$ cat src/sv/indexed_array_stack_top_macros.svh
// Assertion macros for the indexed array stack.
// Used by ias_ctrl; needs nothing else.
`ifndef INDEXED_ARRAY_STACK_TOP_MACROS_SVH
`define INDEXED_ARRAY_STACK_TOP_MACROS_SVH

// same-cycle implication
`define IAS_ASSERT_NOW(lbl, clk, rst_n, ante, cons, msg) \
  lbl: assert property (@(posedge clk) disable iff (!rst_n) (ante) |-> (cons)) \
    else $error(msg);

// next-cycle implication
`define IAS_ASSERT_NEXT(lbl, clk, rst_n, ante, cons, msg) \
  lbl: assert property (@(posedge clk) disable iff (!rst_n) (ante) |=> (cons)) \
    else $error(msg);

`endif

$ cat src/sv/ias_pkg.sv
// Shared types and constants for the indexed array stack.
// No dependencies.
package ias_pkg;

  localparam int DEPTH_DEF      = 16;
  localparam int ELEM_WIDTH_DEF = 32;
  localparam int CMD_W          = 3;
  localparam int POS_W          = 4;
  localparam int DATA_W         = 32;
  localparam int FILL_W         = 5;

  typedef enum logic [CMD_W-1:0] {
    CMD_PUSH   = 3'd0,
    CMD_POP    = 3'd1,
    CMD_GET    = 3'd2,
    CMD_INSERT = 3'd3,
    CMD_REMOVE = 3'd4
  } cmd_t;

  typedef enum logic [1:0] {
    OP_HOLD    = 2'd0,
    OP_LOAD    = 2'd1,
    OP_FROM_LO = 2'd2,
    OP_FROM_HI = 2'd3
  } cell_op_t;

  typedef struct packed {
    logic ok;
    logic rd_en;
  } ctl_t;

endpackage

$ cat src/sv/ias_in_if.sv
// Request channel into the indexed array stack.
// Depends on ias_pkg for field widths.
interface ias_in_if;
  logic                       valid;
  logic                       ready;
  logic [ias_pkg::CMD_W-1:0]  command;
  logic [ias_pkg::POS_W-1:0]  position;
  logic [ias_pkg::DATA_W-1:0] data_in;

  modport source (output valid, command, position, data_in, input ready);
  modport sink   (input valid, command, position, data_in, output ready);
endinterface

$ cat src/sv/ias_out_if.sv
// Result channel out of the indexed array stack.
// Depends on ias_pkg for field widths.
interface ias_out_if;
  logic                       valid;
  logic                       ready;
  logic                       ok;
  logic [ias_pkg::DATA_W-1:0] data_out;
  logic [ias_pkg::FILL_W-1:0] fill_count;

  modport source (output valid, ok, data_out, fill_count, input ready);
  modport sink   (input valid, ok, data_out, fill_count, output ready);
endinterface

$ cat src/sv/ias_cell.sv
// One storage cell of the array: loads, takes a neighbour's value or holds.
// Depends on ias_pkg.
module ias_cell #(
  parameter int ELEM_WIDTH = ias_pkg::ELEM_WIDTH_DEF
) (
  input  logic                  clk,
  input  ias_pkg::cell_op_t     op,
  input  logic [ELEM_WIDTH-1:0] din,
  input  logic [ELEM_WIDTH-1:0] lo_q,
  input  logic [ELEM_WIDTH-1:0] hi_q,
  input  logic                  sel,
  output logic [ELEM_WIDTH-1:0] q,
  output logic [ELEM_WIDTH-1:0] rd_part
);

  logic [ELEM_WIDTH-1:0] elem_r;
  logic [ELEM_WIDTH-1:0] elem_nxt;

  always_comb begin
    case (op)
      ias_pkg::OP_LOAD:    elem_nxt = din;
      ias_pkg::OP_FROM_LO: elem_nxt = lo_q;
      ias_pkg::OP_FROM_HI: elem_nxt = hi_q;
      default:             elem_nxt = elem_r;
    endcase
  end

  always_ff @(posedge clk) begin
    elem_r <= elem_nxt;
  end

  assign q       = elem_r;
  assign rd_part = elem_r & {ELEM_WIDTH{sel}};

endmodule

$ cat src/sv/ias_ctrl.sv
// Command decode, fill count and per-cell shift control.
// Depends on ias_pkg and indexed_array_stack_top_macros.svh.
`include "indexed_array_stack_top_macros.svh"

module ias_ctrl #(
  parameter int DEPTH = ias_pkg::DEPTH_DEF,
  parameter int CW    = $clog2(DEPTH + 1),
  parameter int IW    = $clog2(DEPTH)
) (
  input  logic                       clk,
  input  logic                       rst_n,
  input  logic                       fire,
  input  logic [ias_pkg::CMD_W-1:0]  command,
  input  logic [ias_pkg::POS_W-1:0]  position,
  output ias_pkg::ctl_t              ctl,
  output ias_pkg::cell_op_t          ops [DEPTH],
  output logic [IW-1:0]              rd_idx,
  output logic [CW-1:0]              count_after
);

  localparam int PCW = (CW > ias_pkg::POS_W) ? CW : ias_pkg::POS_W;

  ias_pkg::cmd_t cmd_e;
  logic [CW-1:0]  count_r;
  logic [CW-1:0]  count_nxt;
  logic [CW-1:0]  cnt_m1;
  logic [PCW-1:0] pos_x;
  logic [PCW-1:0] cnt_x;
  logic           full;
  logic           empty;
  logic           pos_lt;
  logic           pos_le;
  logic           ok;
  logic           rd_en;
  logic           inc;
  logic           dec;
  logic [DEPTH-1:0] load_vec;

  assign cmd_e  = ias_pkg::cmd_t'(command);
  assign pos_x  = PCW'(position);
  assign cnt_x  = PCW'(count_r);
  assign cnt_m1 = count_r - CW'(1);
  assign full   = (count_r == CW'(DEPTH));
  assign empty  = (count_r == '0);
  assign pos_lt = (pos_x < cnt_x);
  assign pos_le = (pos_x <= cnt_x);

  always_comb begin
    ok    = 1'b0;
    rd_en = 1'b0;
    inc   = 1'b0;
    dec   = 1'b0;
    unique case (cmd_e)
      ias_pkg::CMD_PUSH: begin
        ok  = !full;
        inc = !full;
      end
      ias_pkg::CMD_POP: begin
        ok    = !empty;
        rd_en = 1'b1;
        dec   = !empty;
      end
      ias_pkg::CMD_GET: begin
        ok    = pos_lt;
        rd_en = 1'b1;
      end
      ias_pkg::CMD_INSERT: begin
        ok  = !full && pos_le;
        inc = !full && pos_le;
      end
      ias_pkg::CMD_REMOVE: begin
        ok    = pos_lt;
        rd_en = 1'b1;
        dec   = pos_lt;
      end
      default: ;
    endcase
  end

  assign ctl.ok    = ok;
  assign ctl.rd_en = rd_en;
  assign rd_idx    = (cmd_e == ias_pkg::CMD_POP) ? cnt_m1[IW-1:0] : pos_x[IW-1:0];

  always_comb begin
    if (inc) begin
      count_after = count_r + CW'(1);
    end else if (dec) begin
      count_after = cnt_m1;
    end else begin
      count_after = count_r;
    end
  end

  assign count_nxt = fire ? count_after : count_r;

  always_ff @(posedge clk) begin
    if (!rst_n) begin
      count_r <= '0;
    end else begin
      count_r <= count_nxt;
    end
  end

  // push loads at the top; insert loads at position and pushes the rest up;
  // remove pulls everything from position upwards down by one
  always_comb begin
    for (int i = 0; i < DEPTH; i++) begin
      ops[i] = ias_pkg::OP_HOLD;
      if (fire && ok) begin
        if (cmd_e == ias_pkg::CMD_PUSH) begin
          if (count_r == CW'(i)) ops[i] = ias_pkg::OP_LOAD;
        end else if (cmd_e == ias_pkg::CMD_INSERT) begin
          if (pos_x == PCW'(i)) begin
            ops[i] = ias_pkg::OP_LOAD;
          end else if (pos_x < PCW'(i)) begin
            ops[i] = ias_pkg::OP_FROM_LO;
          end
        end else if (cmd_e == ias_pkg::CMD_REMOVE) begin
          if (pos_x <= PCW'(i) && i != DEPTH - 1) ops[i] = ias_pkg::OP_FROM_HI;
        end
      end
      load_vec[i] = (ops[i] == ias_pkg::OP_LOAD);
    end
  end

  `IAS_ASSERT_NOW(a_count_bound, clk, rst_n, 1'b1, count_r <= CW'(DEPTH), "fill count above depth")
  `IAS_ASSERT_NOW(a_one_load, clk, rst_n, 1'b1, $onehot0(load_vec), "more than one cell loaded")
  `IAS_ASSERT_NEXT(a_reject_holds, clk, rst_n, fire && !ok, $stable(count_r), "rejected request moved count")
  `IAS_ASSERT_NEXT(a_grow, clk, rst_n, fire && inc, count_r == $past(count_r) + CW'(1), "count did not grow")

endmodule

$ cat src/sv/indexed_array_stack_top.sv
// Indexed array stack: a row of cells with push, pop, get, insert and remove.
// Depends on ias_pkg, ias_in_if, ias_out_if, ias_ctrl and ias_cell.
//
//  channel   dir  handshake            payload
//  in_ch     in   valid / ready        command, position, data_in
//  out_ch    out  valid / ready        ok, data_out, fill_count
//
// One request per cycle while the output register can take it; each result
// is registered when its request is accepted. All cells shift in parallel,
// so insert and remove keep pace with the rest. Reset clears the fill count
// and the output valid; cell contents are not reset. A request is taken while
// the output register is empty or being emptied in the same cycle.
module indexed_array_stack_top #(
  parameter int DEPTH      = ias_pkg::DEPTH_DEF,
  parameter int ELEM_WIDTH = ias_pkg::ELEM_WIDTH_DEF
) (
  input  logic       clk,
  input  logic       rst_n,
  ias_in_if.sink     in_ch,
  ias_out_if.source  out_ch
);

  localparam int CW = $clog2(DEPTH + 1);
  localparam int IW = $clog2(DEPTH);

  ias_pkg::ctl_t          ctl;
  ias_pkg::cell_op_t      ops [DEPTH];
  logic [IW-1:0]          rd_idx;
  logic [CW-1:0]          count_after;
  logic                   fire;
  logic [ELEM_WIDTH-1:0]  din;
  logic [63:0]            din_w;
  logic [ELEM_WIDTH-1:0]  q       [DEPTH];
  logic [ELEM_WIDTH-1:0]  rd_part [DEPTH];
  logic [ELEM_WIDTH-1:0]  rd_word;
  logic [63:0]            rd_w;
  logic [31:0]            cnt_w;

  logic                       out_valid_r;
  logic                       ok_r;
  logic [ias_pkg::DATA_W-1:0] data_r;
  logic [ias_pkg::FILL_W-1:0] fill_r;

  assign in_ch.ready = !out_valid_r || out_ch.ready;
  assign fire        = in_ch.valid && in_ch.ready;
  assign din_w       = 64'(in_ch.data_in);
  assign din         = din_w[ELEM_WIDTH-1:0];

  ias_ctrl #(
    .DEPTH (DEPTH),
    .CW    (CW),
    .IW    (IW)
  ) u_ctrl (
    .clk         (clk),
    .rst_n       (rst_n),
    .fire        (fire),
    .command     (in_ch.command),
    .position    (in_ch.position),
    .ctl         (ctl),
    .ops         (ops),
    .rd_idx      (rd_idx),
    .count_after (count_after)
  );

  for (genvar g = 0; g < DEPTH; g++) begin : g_cell
    logic [ELEM_WIDTH-1:0] lo_q;
    logic [ELEM_WIDTH-1:0] hi_q;
    if (g == 0) begin : g_lo_edge
      assign lo_q = q[g];
    end else begin : g_lo
      assign lo_q = q[g-1];
    end
    if (g == DEPTH - 1) begin : g_hi_edge
      assign hi_q = q[g];
    end else begin : g_hi
      assign hi_q = q[g+1];
    end
    ias_cell #(
      .ELEM_WIDTH (ELEM_WIDTH)
    ) u_cell (
      .clk     (clk),
      .op      (ops[g]),
      .din     (din),
      .lo_q    (lo_q),
      .hi_q    (hi_q),
      .sel     (rd_idx == IW'(g)),
      .q       (q[g]),
      .rd_part (rd_part[g])
    );
  end

  always_comb begin
    rd_word = '0;
    for (int i = 0; i < DEPTH; i++) begin
      rd_word = rd_word | rd_part[i];
    end
  end

  assign rd_w  = 64'(rd_word);
  assign cnt_w = 32'(count_after);

  always_ff @(posedge clk) begin
    if (!rst_n) begin
      out_valid_r <= 1'b0;
    end else if (fire) begin
      out_valid_r <= 1'b1;
    end else if (out_ch.ready) begin
      out_valid_r <= 1'b0;
    end
  end

  always_ff @(posedge clk) begin
    if (fire) begin
      ok_r   <= ctl.ok;
      data_r <= (ctl.ok && ctl.rd_en) ? rd_w[ias_pkg::DATA_W-1:0] : '0;
      fill_r <= cnt_w[ias_pkg::FILL_W-1:0];
    end
  end

  assign out_ch.valid      = out_valid_r;
  assign out_ch.ok         = ok_r;
  assign out_ch.data_out   = data_r;
  assign out_ch.fill_count = fill_r;

endmodule

$ cat src/flat_wrapper.sv
// flat-port wrapper written by rule: the top's interface ports become plain ports
module indexed_array_stack_top_flat 
#(
  parameter int DEPTH      = ias_pkg::DEPTH_DEF,
  parameter int ELEM_WIDTH = ias_pkg::ELEM_WIDTH_DEF
)
  (clk, rst_n, in_ch_valid, in_ch_command, in_ch_position, in_ch_data_in, in_ch_ready, out_ch_valid, out_ch_ok, out_ch_data_out, out_ch_fill_count, out_ch_ready);
  ias_in_if in_ch_i ();
  ias_out_if out_ch_i ();
  input  logic clk;
  input  logic rst_n;
  input wire logic [$bits(in_ch_i.valid)-1:0] in_ch_valid;
  input wire logic [$bits(in_ch_i.command)-1:0] in_ch_command;
  input wire logic [$bits(in_ch_i.position)-1:0] in_ch_position;
  input wire logic [$bits(in_ch_i.data_in)-1:0] in_ch_data_in;
  output wire logic [$bits(in_ch_i.ready)-1:0] in_ch_ready;
  output wire logic [$bits(out_ch_i.valid)-1:0] out_ch_valid;
  output wire logic [$bits(out_ch_i.ok)-1:0] out_ch_ok;
  output wire logic [$bits(out_ch_i.data_out)-1:0] out_ch_data_out;
  output wire logic [$bits(out_ch_i.fill_count)-1:0] out_ch_fill_count;
  input wire logic [$bits(out_ch_i.ready)-1:0] out_ch_ready;
  assign in_ch_i.valid = in_ch_valid;
  assign in_ch_i.command = in_ch_command;
  assign in_ch_i.position = in_ch_position;
  assign in_ch_i.data_in = in_ch_data_in;
  assign in_ch_ready = in_ch_i.ready;
  assign out_ch_valid = out_ch_i.valid;
  assign out_ch_ok = out_ch_i.ok;
  assign out_ch_data_out = out_ch_i.data_out;
  assign out_ch_fill_count = out_ch_i.fill_count;
  assign out_ch_i.ready = out_ch_ready;
  indexed_array_stack_top #(.DEPTH(DEPTH), .ELEM_WIDTH(ELEM_WIDTH)) u_core (.clk(clk), .rst_n(rst_n), .in_ch(in_ch_i), .out_ch(out_ch_i));
endmodule
$ cat config.mk
export PLATFORM = sky130hd
export DESIGN_NAME = indexed_array_stack_top_flat
export DESIGN_NICKNAME = d
export VERILOG_FILES = /design/src/sv/ias_pkg.sv /design/src/sv/ias_in_if.sv /design/src/sv/ias_out_if.sv /design/src/sv/ias_cell.sv /design/src/sv/ias_ctrl.sv /design/src/sv/indexed_array_stack_top.sv /design/src/flat_wrapper.sv
export VERILOG_INCLUDE_DIRS = /design/src /design/src/sv
export SDC_FILE = /design/constraint.sdc
export NUM_CORES = 1
export LEC_CHECK = 0
export BUFFER_PORTS_ARGS = -buffer_cell sky130_fd_sc_hd__buf_2
export CELL_PAD_IN_SITES_DETAIL_PLACEMENT = 1
export CELL_PAD_IN_SITES_GLOBAL_PLACEMENT = 1
export CORE_MARGIN = 3
export CORE_UTILIZATION = 46
export DETAILED_ROUTE_END_ITERATION = 7
export GPL_ROUTABILITY_DRIVEN = 0
export HOLD_SLACK_MARGIN = 0.03
export PLACE_DENSITY = 0.85
export RECOVER_POWER = 100
export SLEW_MARGIN = 25
export SYNTH_ARGS = -nofsm -noshare
export SYNTH_HDL_FRONTEND = slang
export SYNTH_HIERARCHICAL = 1
export SYNTH_SLANG_ARGS = --single-unit
$ cat constraint.sdc
create_clock -name clk -period 3.7 [get_ports clk]
set_clock_uncertainty 0.2 [all_clocks]
set_input_delay 0.555 -clock clk [delete_from_list [all_inputs] [get_ports clk]]
set_output_delay 0.555 -clock clk [all_outputs]
set_load 0.02 [all_outputs]
Word level (Yosys, flattened, before mapping)
Index checks and enable logic that the tools add are counted.
Cells by class
  magnitude comparators: 33
  bitwise gates (word level): 31
  reduce and logical (&&, ||, !) cells: 31
  muxes and demuxes: 151
  add/subtract/negate cells: 2
  equal/unequal tests: 96
Operators with widths (number)
  case mux 32 bit (3 select lines): 14
  bitwise AND 32 bit: 16
  bitwise OR 32 bit: 15
  two-way mux 2 bit: 110
  case mux 32 bit (2 select lines): 2
  equality test 4 bit (second input constant): 16
  equality test 2 bit (second input constant): 30
  nonzero test 3 bit: 14
  equality test 5 x 4 -> 1 bit (second input constant): 8
  equality test 2 x 1 -> 1 bit (second input constant): 16
  equality test 4 x 3 -> 1 bit (second input constant): 8
  less-than comparator 4 bit (second input constant): 8
  <= comparator 4 bit (second input constant): 7
  equality test 5 x 3 -> 1 bit (second input constant): 4
  two-way mux 1 bit: 19
  equality test 4 x 2 -> 1 bit (second input constant): 4
  <= comparator 4 x 3 -> 1 bit (second input constant): 4
  less-than comparator 4 x 3 -> 1 bit (second input constant): 4
  equality test 5 x 2 -> 1 bit (second input constant): 2
  zero test 5 bit: 2
  two-way mux 5 bit: 2
  equality test 4 x 1 -> 1 bit (second input constant): 2
  <= comparator 4 x 1 -> 1 bit (second input constant): 2
  <= comparator 4 x 2 -> 1 bit (second input constant): 2
  22 further kinds: 33
Storage, ports and cells
  bits of input ports: 43
  register bits after elaboration: 556

Depth between registers and ports, before layout
Gate-level depths: netlist of the first run.
  word-level depth: 19
  mapped depth: 14

Cells and area by module
The synthesis of the first run kept the hierarchy.
By module, submodules not included
  ias_cell: sequential area each 960.9 um2, cells each 175, area each 1884.3 um2, times used 16
  indexed_array_stack_top: sequential area each 1161.1 um2, cells each 229, area each 2431.1 um2, times used 1
  ias_ctrl: sequential area each 100.1 um2, cells each 237, area each 1565.3 um2, times used 1

Least setup slack after synthesis of the first run
No wires, ideal clock.
  path kind: in2reg
  start point: input out_ch_ready
  end point: register u_core.g_cell[1].u_cell.elem_r[0], enable pin
  buffers on the path: 3
  data arrival time: 3.220 ns
  stages on the path: 8
  required time: 3.125 ns
  path slack: -0.095 ns
  setup time: 0.375 ns
  path through: nand2b_1 > and2_1 > nand2_4 > buf_2 > a21oi_1 > buf_6 > buf_12 > or2_2
RTL lines
  from (decl): RTL line flat_wrapper.sv:21  | input wire logic [$bits(out_ch_i.ready)-1:0] out_ch_ready;
  to (signal assigned): RTL line ias_cell.sv:29  | elem_r <= elem_nxt;
  to (decl): RTL line ias_cell.sv:16  | logic [ELEM_WIDTH-1:0] elem_r;

==> results of run 1 <==
-- critical path, delay by kind of cell, from the launching register on --
kind | cells | cell delay, ns
compound gates | 3 | 0.77
buf+inv | 3 | 0.79
fa+ha+maj | 1 | 0.28
simple gates | 4 | 0.90
flops | 1 | 0.31
-- synthesized netlist by cell type (all sizes together), types with 4 or more instances --
cell and count:
dfxtp 6, a41oi 33, clkbuf 106, or2 18, nor3 12, mux2i 515
buf 143, nor4 131, a31oi 7, nand2 35, a21oi 531, o21ai 16
edfxtp 550, ha 10, inv 8, nor2 561, a22oi 4, nand2b 7
and3 4, xnor2 7, and2 516, nand3 9
-- worst paths after layout --
| kind | cells past startpoint | from | to |
|---|---|---|---|
| worst min register to register | 3 | u_core/u_ctrl/cnt_x[3] | u_core/u_ctrl/cnt_x[3] |
| worst min-delay path | 3 | rst_n | u_core/u_ctrl/cnt_x[3] |
| worst max-delay path | 11 | u_core/u_ctrl/cnt_x[1] | u_core/g_cell[9].u_cell/q[22] |
| worst max register to register | 11 | u_core/u_ctrl/cnt_x[1] | u_core/g_cell[9].u_cell/q[22] |
-- layer usage --
metal	share of wire, %	track usage (%)
met1	36	40.21
met4	8.1	22.91
met3	10	7.264
met2	46	55.24
met5	0.020	0
-- power groups by stage --
stage | Sequential (mW) | Combinational [mW] | Clock, mW
6_report | 7.17 | 1.58 | 6.35
5_1_grt | 7.17 | 1.66 | 6.64
4_1_cts | 7.16 | 1.55 | 6.38
3_5_place_dp | 7.29 | 1.52 | 0
3_3_place_gp | 7.29 | 1.41 | 0
2_1_floorplan | 7.29 | 0.821 | 0
-- final cells by class --
cell class	count	share of cell area, %
antenna	5	0.03262
clock buffer	80	4.221
clock inverter	31	1.028
inverter	8	0.07829
multi-input combinational	2453	41.24
sequential	556	43.37
tap	959	3.128
timing repair buffer	290	6.896
-- timing repair --
action                                 CTS  global route
setup endpoints to repair                0            21
endpoints found under the hold margin    1             0
setup buffers                            0             2
resized for setup                        0             4
hold buffers                             2             0
-- metrics by stage --
stage | worst slack (ns) | util [%] | cell area, µm² | instances | setup TNS (ns)
after floorplan | 0.07874 | - | 34150 | 3266 | 0
after global placement | -0.007748 | 49.96 | 36580 | 4257 | -0.007748
after detailed placement | -0.1476 | 50.00 | 36600 | 4258 | -3.045
after CTS | 0.1052 | 52.78 | 38640 | 4371 | 0
after global routing | -0.01023 | 52.39 | 38350 | 4379 | -0.01023
final | 0.08601 | 52.40 | 38360 | 4382 | 0
-- cell families (layout without fill, tap and decap cells) --
group                    count (synthesis)  in the layout
XOR/XNOR                                 8              8
adder cells (fa/ha/maj)                 10             10
other                                    0              5
AND/OR/NAND/NOR                       1301           1301
AO/OA/AOI/OAI                          619            619
multiplexers                           515            515
flip-flops                             556            556
buffers and inverters                  257            409
-- registers in the layout, indices dropped and copies added, names as in the netlist --
name,count
u_core/g_cell.u_cell/q,512
u_core/out_ch.data_out,32
u_core/out_ch.fill_count,5
u_core/u_ctrl/cnt_x,5
u_core/out_ch.ok,1
u_core/out_ch.valid,1
==> impl_metrics.json, run 1 <==
{
  "crit_type": "reg2reg",
  "die-area_um2": 77530,
  "slew_violations": 46,
  "synth_xor_area_share_pct": 0.2052,
  "grt_pass1_vias": 31270,
  "tightest_slew_ns": 1.955,
  "start_util_pct": 46.64,
  "hpwl_um": 84700,
  "die_w_um": 278.5,
  "ctsHtreeMaxLevel": 2,
  "synth_ff_type": "edfxtp_1",
  "drv_cap": 1,
  "finalPower_mw": 15.10,
  "final_cell_mix": "edfxtp_1 (550), nor2_1 (534), a21oi_1 (525), mux2i_1 (515), and2_1 (494)",
  "p_int_mw": 11.24,
  "ys_seq_area_share_pct": 48.72,
  "numCtsBuffers": 61,
  "vdd_ir_drop_max_mv": 0.4224,
  "hold_violations": 0,
  "syn_avg_cell_area_um2": 10.45,
  "drive_gt1_share_pct": 11.82,
  "cts_tree": "yes",
  "cp_slowest_cell": "buf_2",
  "vias_per_cell": 6.677,
  "area_growth_pct": 12.33,
  "firstDrtPassIters": 5,
  "netSwitchingFraction_pct": 25.51,
  "io_buffers": 82,
  "async_flop_share_pct": 0,
  "synth_nets": 3319,
  "path_max_fanout": 11,
  "synth_edf_count": 550,
  "ant_nets": 0,
  "synth_top_family_by_area": "simple AND/OR/NAND/NOR gates",
  "post-route-period-util_pct": 97.68,
  "reg2reg_slack_ns": 0.09,
  "syn_inst": 3266,
  "routedWlPerCell_um": 30.83,
  "maxSlewHeadroom_pct": -30.35,
  "multi_input_area_um2": 15820,
  "post_synth_main_area_contributors": "edfxtp_1 (48%), mux2i_1 (15%), and2_1 (9.5%)",
  "root_buffer": "clkbuf_16",
  "ys_ff_latch": 556,
  "die_h_um": 278.5,
  "ios": 83,
  "violations": "max-capacitance violations, max-slew violations",
  "grt_usage_pct": 33.81,
  "path_clk_slew_ns": 0.06,
  "p_leak_nw": 12.37,
  "startpoint_type": "flop",
  "max_freq_mhz": 276.7,
  "hold_class": "in2reg",
  "grt_pass1_wl_um": 198600,
  "synth_compound_area_share_pct": 10.01,
  "required_ns": 3.78,
  "p_switching_mw": 3.852,
  "yosysUniqueCellTypes": 64,
  "min_period_ns": 3.614,
  "core_area_um2": 73210,
  "initialDrtViolationCount": 3523,
  "nNetsFinal": 3423,
  "drc": 0,
  "hold_ws_ns": 0.06702,
  "cts_sinks": 556,
  "synthMuxAreaShare_pct": 15.10,
  "synthAdderAreaFrac_pct": 0.3664,
  "clockBufferDepth": 3,
  "ys_warn_count": 6,
  "seq_area_um2": 16640,
  "power_density_nw_per_um2": 393.6,
  "grt_antenna_before_repair": 6,
  "status": "finished, violations left",
  "worstPathArrival_ns": 3.70,
  "grt_max_degree": 47,
  "end_kind": "flop",
  "combPwrFrac_pct": 10.5,
  "dr_total_vias": 29260,
  "sequentialPowerShare_pct": 47.5,
  "insertion_delay_ns": 0.67,
  "slowest_delay_ns": 0.38,
  "yosys.area.top_type": "edfxtp_1",
  "fp-row-count": 99,
  "routed_wl_um": 135100,
  "fillers": 7894,
  "synth.top_cell.area_share_pct": 48.37,
  "grt_overflow": 0,
  "syn_area_um2": 34150,
  "yosys.area_share.simple_pct": 19.66,
  "setup-violations-final": 0,
  "clockPowerShare_pct": 42.1,
  "crit_chain": "inv_1 -> ha_1 -> nor2b_1 -> o311ai_2 -> a21oi_2 -> o221ai_4 -> nand2_4 -> buf_4 -> nor2_4 -> or2_2 -> buf_2",
  "final_common_cell": "edfxtp_1"
}
(Power assumes the default switching activity.)
==> inputs of run 2 (changes only) <==
- REMOVE_ABC_BUFFERS: unset -> 1
==> run 2 against run 1 <==
Net effect: the flow finishes with violations (max-capacitance violations, max-slew violations, negative setup slack); largest cell class unchanged; sequential cell count unchanged; core utilization up 0.17 points; fmax down 3.4%; sequential power about the same.
==> impl_metrics.json, run 2 (synthesis gave the netlist of run 1 again) <==
{
  "start_util_pct": 46.64,
  "vdd_ir_drop_max_mv": 0.3330,
  "crit_chain": "nor3_1 -> xnor2_1 -> o21ai_0 -> buf_4 -> buf_4 -> nand2_1 -> nor2_4 -> and2_0 -> nor4_1 -> buf_4 -> a41oi_1",
  "hpwl_um": 87270,
  "reg2reg_to": "u_core/out_ch.data_out[14]",
  "fp-row-count": 99,
  "routed_wl_um": 137000,
  "cp_slowest_cell": "nor2_4",
  "min_period_ns": 3.743,
  "drive_gt1_share_pct": 13.09,
  "clockPowerShare_pct": 42.3,
  "worstPathArrival_ns": 3.94,
  "r2r.worst_path.cells": 11,
  "p_int_mw": 11.26,
  "path_clk_slew_ns": 0.06,
  "dp_cells": 4275,
  "combPwrFrac_pct": 10.6,
  "grt_pass1_vias": 30900,
  "rr_startpoint": "u_core/u_ctrl/cnt_x[2]",
  "required_ns": 3.90,
  "p_switching_mw": 3.975,
  "path_max_fanout": 32,
  "crit_family": "simple AND/OR/NAND/NOR gates",
  "root_buffer": "clkbuf_16",
  "area_growth_pct": 12.70,
  "final_cell_mix": "edfxtp_1 (550), nor2_1 (533), a21oi_1 (525), mux2i_1 (515), and2_1 (504)",
  "firstDrtPassIters": 5,
  "finalNonFillerCells": 4408,
  "final_common_cell": "edfxtp_1",
  "cts_tree": "yes",
  "vias_per_cell": 6.697,
  "core_area_um2": 73210,
  "hold_violations": 0,
  "setup-violations-final": 1,
  "p_leak_nw": 12.53,
  "crit_buf_inv": 3,
  "initialDrtViolationCount": 3963,
  "numCtsBuffers": 67,
  "die_h_um": 278.5,
  "grt_max_degree": 65,
  "insertion_delay_ns": 0.62,
  "grt_usage_pct": 34.03,
  "io_buffers": 82,
  "maxSlewHeadroom_pct": -32.18,
  "status": "finished, violations left",
  "clockBufferDepth": 3,
  "slowest_delay_ns": 0.95,
  "largest_reg_flops": 512,
  "dr_total_vias": 29520,
  "netSwitchingFraction_pct": 26.09,
  "tightest_slew_ns": 1.983,
  "end_kind": "flop",
  "layout_setup_ws_ns": -0.04261,
  "crit_end": "u_core/out_ch.data_out[14]",
  "drc": 0,
  "crit_top_cell": "buf_4",
  "post-route-period-util_pct": 101.2,
  "drv_cap": 1,
  "nNetsFinal": 3449,
  "violations": "max-capacitance violations, max-slew violations, negative setup slack",
  "crit_path_start": "u_core/u_ctrl/cnt_x[2]",
  "power_density_nw_per_um2": 395.9,
  "grt_overflow": 0,
  "routedWlPerCell_um": 31.07,
  "ant_nets": 0,
  "die_w_um": 278.5,
  "grt_antenna_before_repair": 6,
  "crit_cells": 11,
  "slew_violations": 46,
  "crit_type": "reg2reg",
  "startpoint_type": "flop",
  "cts_sinks": 556,
  "sequentialPowerShare_pct": 47.1,
  "finalPower_mw": 15.24,
  "max_freq_mhz": 267.2,
  "ios": 83,
  "ctsHtreeMaxLevel": 3,
  "reg2reg_slack_ns": -0.04,
  "tns_ns": -0.04261,
  "grt_pass1_wl_um": 198800,
  "hold_class": "in2reg",
  "die-area_um2": 77530
}
==> run 2: tightest hold or removal path, cell delays in order <==
cell	delay, ns
buf_2	0.07
nand2b_1	0.12
a21boi_0	0.08
==> run 2: how the worst min path moves through the flow <==
| stage | end | start | depth (start not counted) | slack [ns] |
|---|---|---|---|---|
| 2_1_floorplan | u_core/u_ctrl/cnt_x[4] | u_core/u_ctrl/cnt_x[4] | 2 | 0.29 |
| 3_3_place_gp | u_core/out_ch.valid | u_core/out_ch.valid | 2 | 0.31 |
| 3_5_place_dp | u_core/out_ch.valid | u_core/out_ch.valid | 2 | 0.33 |
| 4_1_cts | u_core/out_ch.valid | out_ch_ready | 3 | 0.04 |
| 5_1_grt | u_core/out_ch.valid | out_ch_ready | 3 | 0.11 |
| 6_report | u_core/out_ch.valid | out_ch_ready | 3 | 0.06 |
==> run 2: cell type report <==
cell class                      instances  area, µm²
Antenna cell                            3      7.507
Clock buffer                           85       1818
Sequential cell                       556      16640
Tap cell                              959       1200
Inverter                                8      30.03
Timing Repair Buffer                  309       2655
Fill cell                            7878      34720
Multi-Input combinational cell       2454      15890
Clock inverter                         34      249.0
==> run 2: timing repair <==
item / in CTS / in global routing
setup buffers: 0 / 8
resized for setup: 0 / 18
endpoints found under the hold margin: 1 / 0
endpoints found under the setup margin: 0 / 161
hold buffers: 1 / 0
==> run 2: power by group through the flow <==
stage	Sequential, mW	Combinational, mW	Clock [mW]
floorplan	7.29	0.756	0
global placement	7.29	1.44	0
detailed placement	7.30	1.54	0
CTS	7.17	1.57	6.49
global route	7.18	1.70	6.72
finish	7.17	1.62	6.45
==> run 2: routing by layer <==
layer	vias to the layer above	track usage, %	routed length, µm
li1	12040	-	-
met1	14590	41.66	49430
met2	2234	54.29	61860
met3	646	7.902	16150
met4	4	21.87	9495
met5	-	0.2442	27
==> run 2: stage by stage <==
stage	hold slack, ns	worst slack (ns)	cell area (µm²)	utilization, %
2_1_floorplan	0.2862	-3.137	32150	-
3_3_place_gp	0.3109	-0.2657	36510	49.87
3_5_place_dp	0.3290	-0.2847	36510	49.87
4_1_cts	0.04350	0.05287	38590	52.71
5_1_grt	0.1109	-0.006207	38480	52.56
6_report	0.06280	-0.04261	38480	52.57
